==> src/design/pibc_pkg.sv <==
// Shared constants and types for the paired interval breakpoint classifier.
`default_nettype none

package pibc_pkg;

  localparam int LETTERS         = 4;
  localparam int EARLY_CYCLES    = 12;
  localparam int MEAN_DIV        = 10;
  localparam int SHARED_LIMIT    = 3;
  localparam int SHARED_CNT_BITS = $clog2(LETTERS + 1);
  localparam int DIV_CHUNK       = 8;
  localparam int CYCLE_BITS      = 10;
  localparam int RATIO_BITS      = 16;
  localparam int RATIO_FRAC      = 8;

  localparam logic [RATIO_BITS-1:0] RATIO_RESET = 16'd256;

  typedef enum logic [0:0] {
    REG_MIN_OCC    = 1'b0,
    REG_SIZE_RATIO = 1'b1
  } cfg_reg_t;

endpackage

`default_nettype wire

==> src/design/pibc_div10.sv <==
// Pipelined floor divide by ten, one chunk of quotient bits per stage.
`default_nettype none

module pibc_div10 #(
  parameter int W = 42,
  localparam int NCH = (W + pibc_pkg::DIV_CHUNK - 1) / pibc_pkg::DIV_CHUNK
) (
  input  wire logic           clk,
  input  wire logic [NCH-1:0] en,
  input  wire logic [W-1:0]   din,
  output logic      [W-1:0]   dout
);
  import pibc_pkg::*;

  localparam int PW  = NCH * DIV_CHUNK;
  localparam int RW  = $clog2(MEAN_DIV);
  localparam int RW1 = RW + 1;
  localparam logic [RW:0] DIVC = RW1'(MEAN_DIV);

  logic [PW-1:0] work_r [NCH];
  logic [RW-1:0] rem_r  [NCH];

  for (genvar j = 0; j < NCH; j++) begin : g_st
    logic [PW-1:0]        w_in;
    logic [RW-1:0]        r_in;
    logic [PW-1:0]        w_nxt;
    logic [RW-1:0]        r_nxt;

    if (j == 0) begin : g_first
      assign w_in = PW'(din);
      assign r_in = '0;
    end else begin : g_next
      assign w_in = work_r[j-1];
      assign r_in = rem_r[j-1];
    end

    // restoring division, one bit per step; remainder stays below ten
    always_comb begin
      logic [RW:0]          r;
      logic [DIV_CHUNK-1:0] chunk;
      logic [DIV_CHUNK-1:0] q;
      chunk = w_in[PW-1-j*DIV_CHUNK -: DIV_CHUNK];
      r     = {1'b0, r_in};
      q     = '0;
      for (int b = DIV_CHUNK - 1; b >= 0; b--) begin
        r = {r[RW-1:0], chunk[b]};
        if (r >= DIVC) begin
          r    = r - DIVC;
          q[b] = 1'b1;
        end
      end
      w_nxt = w_in;
      w_nxt[PW-1-j*DIV_CHUNK -: DIV_CHUNK] = q;
      r_nxt = r[RW-1:0];
    end

    always_ff @(posedge clk) begin
      if (en[j]) begin
        work_r[j] <= w_nxt;
        rem_r[j]  <= r_nxt;
      end
    end
  end

  assign dout = work_r[NCH-1][W-1:0];

endmodule

`default_nettype wire

==> config.mk <==
export PLATFORM = sky130hd
export DESIGN_NAME = pibc_div10
export DESIGN_NICKNAME = d
export VERILOG_FILES = /design/src/design/pibc_pkg.sv /design/src/design/pibc_div10.sv
export SDC_FILE = /design/constraint.sdc
export NUM_CORES = 1
export LEC_CHECK = 0
export BUFFER_PORTS_ARGS = -buffer_cell sky130_fd_sc_hd__buf_4
export CORE_ASPECT_RATIO = 1.75
export CORE_MARGIN = 2
export CORE_UTILIZATION = 30
export DETAILED_ROUTE_END_ITERATION = 10
export PLACE_DENSITY = 0.52
export SYNTH_ARGS = -nofsm -noshare
export SYNTH_HDL_FRONTEND = slang
export SYNTH_SLANG_ARGS = --single-unit
==> constraint.sdc <==
create_clock -name clk -period 14.7 [get_ports clk]
set_input_delay 2.94 -clock clk [delete_from_list [all_inputs] [get_ports clk]]
set_output_delay 2.94 -clock clk [all_outputs]
set_load 0.01 [all_outputs]
======== Word-level counts from Yosys, hierarchy flattened ========
Memory sizes are Yosys's and may differ from the RTL's.
Index checks and enable logic that the tools add are counted.
storage, ports and cells
  bits in registers ....................... 0
  memory bits (writable) .................. 312
  input bits .............................. 49
  output and inout bits ................... 42
  memories kept ........................... 2
memory list
  name    words  width  read ports  clocked after Yosys merged registers in  write ports  RTL line          RTL
  work_r  6      48     6           0                                        6            pibc_div10.sv:20  logic [PW-1:0] work_r [NCH];
  rem_r   6      4      5           0                                        6            pibc_div10.sv:21  logic [RW-1:0] rem_r [NCH];
operators by class
  add/subtract/negate cells ............... 42
  order comparisons ....................... 42
  muxes and demuxes ....................... 96
operators with widths
  kind                                                                count
  greater-or-equal comparator 5 x 4 -> 1 bit (second input constant)  41
  2-to-1 mux 4 bit                                                    42
  subtractor 4 bit (second input constant)                            41
  2-to-1 mux 1 bit                                                    54
  greater-or-equal comparator 1 x 4 -> 1 bit (second input constant)  1
  subtractor 1 x 4 -> 4 bit (second input constant)                   1

======== Depth between registers and ports, before layout ========
An unclocked memory read counts as a cell.
  depth after elaboration ................. 17
  mapped depth ............................ 47
  mapped depth without buffers ............ 44

======== Worst setup path before layout ========
OpenSTA, ideal clock, no wires.
  kind .................................... register -> register
  from .................................... memory rem_r[1][1] (netlist name)
  to ...................................... memory rem_r[2][2] (netlist name), data pin
  arrival ................................. 8.212 ns
  data required time ...................... 14.445 ns
  setup slack ............................. 6.233 ns
  cell stages (with the launch flop) ...... 45
  buffers on the path ..................... 3
  cell sequence ........................... edfxtp_1 inv_1 ha_1 nand2b_1 nand2b_1 mux2_2 inv_2 ha_1 nor2_1 or3_1 nand2_1 o311a_1 nor2_1 ha_1 inv_1 a31oi_1 o31ai_1 nor2_1 [9 not listed] a211oi_1 o2bb2ai_1 inv_1 ha_1 clkbuf_1 nor2_1 or2_2 a222oi_1 nor3b_2 nor2_1 nor2_1 ha_1 o311ai_1 and3_1 or2_2 ha_1 nor3b_1 and3b_1
RTL lines
  element      RTL line
  from (decl)  pibc_div10.sv:21

==> impl_metrics.yaml <==
yosys:
  netlist_top_cells_count: "edfxtp_1 (248), inv_1 (84), nand2_1 (77)"
  part_of_the_yosys_area_used_for_sequential_elements_pct: 58.1
  syn_area_per_cell_um2: 12.3
  synthDominantAreaCellType: "edfxtp_1"
  ys_top_cells_by_area: "edfxtp_1 (58%), ha_1 (3.8%), inv_1 (2.5%)"
  synth.most_common_cell: "edfxtp_1"
  post_synthesis_register_bit_count: 248
  synth_enable_flop_cells: 248
  synth_cell_type_count: 123
  post_synth_inst_count: 1044
  syn-cell-area_um2: 12800
  synthFlopType: "edfxtp_1"
  synth-async-reset-ratio_pct: 0
  ys_warn_count: 0
  synth_largest_type_area_fraction_pct: 58.1
drt:
  ant_nets: 0
  dr.first_iter.drc_count: 475
  drt-pass1-iter-count: 5
  route.detailed.vias_per_inst: 4.96
  drt_wl_total_um: 25900
  route.vias.total: 8536
  drt_drc_violations_left: 0
  post_drt_wl_per_cell_um: 15.0
critical_path:
  timing_worst_setup_path_type: "flip-flop to flip-flop"
  r2r_end: "rem_r[2][1]"
  worst-r2r-cell-count: 44
  end_kind: "flip-flop"
  startpoint_type: "flip-flop"
  r2r-start: "rem_r[1][1]"
  worst_path_most_repeated_cell: "ha_1"
  critPathRequiredTime_ps: 14980
  max_stage_delay_ps: 550
  reg2reg_slack_ps: 4790
  critPathSlowestCell: "o31ai_1"
  crit_arrival_ps: 10190
  worst-path-max-fanout: 19
placed_design:
  portBuffers: 86
  final_hpwl_dp_um: 18400
  post_dp_cell_area_um2: 14000
  dpl_worst_slack_ps: 4930
  finalWeightedCongestion: 0.865
  dpl.cell_count: 1674
clocking:
  clock_tree.buffer_depth: 3
  clock_latency_on_the_worst_skew_pair_ps: 550
  cts_hold_buffers: 0
  root_buffer: "clkbuf_16"
  cts_setup_buffers: 0
  clock_pin_slew_of_the_registers_on_the_worst_case_setup_and_hold_paths_ps: 80
  clock_sinks: 248
  cts-htree-levels: 1
  cts_inserted_buffers: 26
  post_cts.resized_instances: 0
  tritoncts: "yes"
global_routing:
  antenna_violations_before_repair: 0
  globalRouteOverflowTotal: 0
  maximum_number_of_pins_on_one_net_before_global_route_repair: 43
  grt_pass1_wl_um: 43000
  grt.total_usage_pct: 11.6
  number_of_global_route_vias_before_repair: 8780
sta:
  setup_violations: 0
  fin_crit_sh_pct: 67.4
  fmax_mhz: 101
  setup_tns_final_ps: 0
  relSlewSlack_pct: 52.8
  rsz0062_at_grt: "false"
  period_minus_slack_ps: 9910
  fin_skew_ps: 17.0
  finalWorstSetupSlack_ps: 4790
  final_hold_viol_count: 0
  max_slew.worst_pin.slew_ps: 688
  report.final.slew_viol_count: 0
min_path:
  min_to: "work_r[5][26]"
  worst_hold_path.num_cells: 0
  hold_path.class: "flip-flop to flip-flop"
  min_from: "work_r[4][26]"
finish:
  postLayoutCellArea_um2: 14900
  finish.cell_count_without_fillers: 1722
  fillCellCount: 4237
  drive_above_1_share_pct: 16.4
  antennaDiodeCount: 0
  finish.net_count: 1229
  synthToLayoutAreaGrowth_pct: 16.4
die:
  initial_utilization_pct: 30.3
  coreArea_um2: 42300
  placementRows: 100
  floorplan.die.width_um: 160
  ios: 91
  floorplan.die.height_um: 277
  die_outline_area_um2: 44400
outcome:
  outcome: "finished clean"
job:
  max_cap_viol_count: 0
-- logic make-up after synthesis --
| logic type | synth area share (%) |
|---|---|
| XOR/XNOR | 0.684 |
| AND/OR/NAND/NOR | 13.2 |
| buffers and inverters | 3.59 |
| adder cells (fa/ha/maj) | 3.81 |
| AO/OA/AOI/OAI | 17.8 |
| multiplexers | 2.73 |
| other | 0.0293 |
| flip-flops | 58.1 |
-- registers in the layout (all words and copies together) (netlist names) --
| signal | count |
|---|---|
| work_r | 230 |
| rem_r | 18 |
-- worst max-delay path by stage --
stage	end	start	cells after the start	slack, ps
2_1_floorplan	rem_r[2][2]	rem_r[1][1]	44	6230
3_3_place_gp	rem_r[2][1]	rem_r[1][1]	44	5090
3_5_place_dp	rem_r[2][1]	rem_r[1][1]	44	4930
4_1_cts	rem_r[2][1]	rem_r[1][1]	44	4870
5_1_grt	rem_r[2][1]	rem_r[1][1]	44	3750
6_report	rem_r[2][1]	rem_r[1][1]	44	4790
-- cells in the final DEF (no fill, tap or decap), types with 6 or more instances in the layout --
cell and instances:
edfxtp_1 248, buf_4 86, inv_1 84, nand2_1 77
nor2_1 55, o21ai_0 49, a21oi_1 43, ha_1 39
clkbuf_16 26, mux2i_1 22, nand3_1 20, nor3_1 18
and2_1 15, o21a_1 15, nand2b_1 13, clkinv_1 11
a31oi_1 11, nor2b_1 11, o21ai_1 10, o31ai_1 10
a211oi_1 10, and3_1 10, xnor2_1 10, nor4_1 9
o211ai_1 9, o2bb2ai_1 8, o31a_1 8, o22ai_1 8
nand3b_1 7, mux2_2 7, nand4_1 7, a21o_1 7
a211o_1 6, or2_2 6, or3b_1 6
-- critical path: cells and delay by family (launching register included) --
| family | cells | cell delay, ps |
|---|---|---|
| AOI/OAI and AO/OA | 11 | 2370 |
| xor gates and xnor gates | 2 | 270 |
| adders and majority gates | 8 | 2320 |
| buffers and inverters | 6 | 610 |
| DFF | 1 | 450 |
| muxes | 2 | 700 |
| and+or+nand+nor | 15 | 2920 |
-- routing by layer --
layer | up-vias | global-route usage [%] | wire length, um
met5 | - | 0 | 0
met4 | 0 | 4.41 | 725
li1 | 4263 | - | -
met2 | 146 | 23.0 | 14100
met1 | 4080 | 12.3 | 10200
met3 | 47 | 1.48 | 832
-- per-stage QoR --
stage | utilization (%) | hold slack [ps]
after floorplan | - | 400
after global placement | 33.2 | 400
after detailed placement | 33.2 | 405
after CTS | 35.2 | 411
after global routing | 35.2 | 423
final | 35.2 | 412
-- layout make-up --
cell class,count,area [um^2],area share [%]
clock buffers,28,658,4.42
inverters,92,345,2.32
flip-flops and latches,248,7450,50.0
clock inverters,20,198,1.33
well taps,561,702,4.71
multi-input cells,687,4910,32.9
repair buffers,86,646,4.33
Power is not shown: default switching activity piles up to over one toggle a cycle in this logic, so the estimate is an artifact.
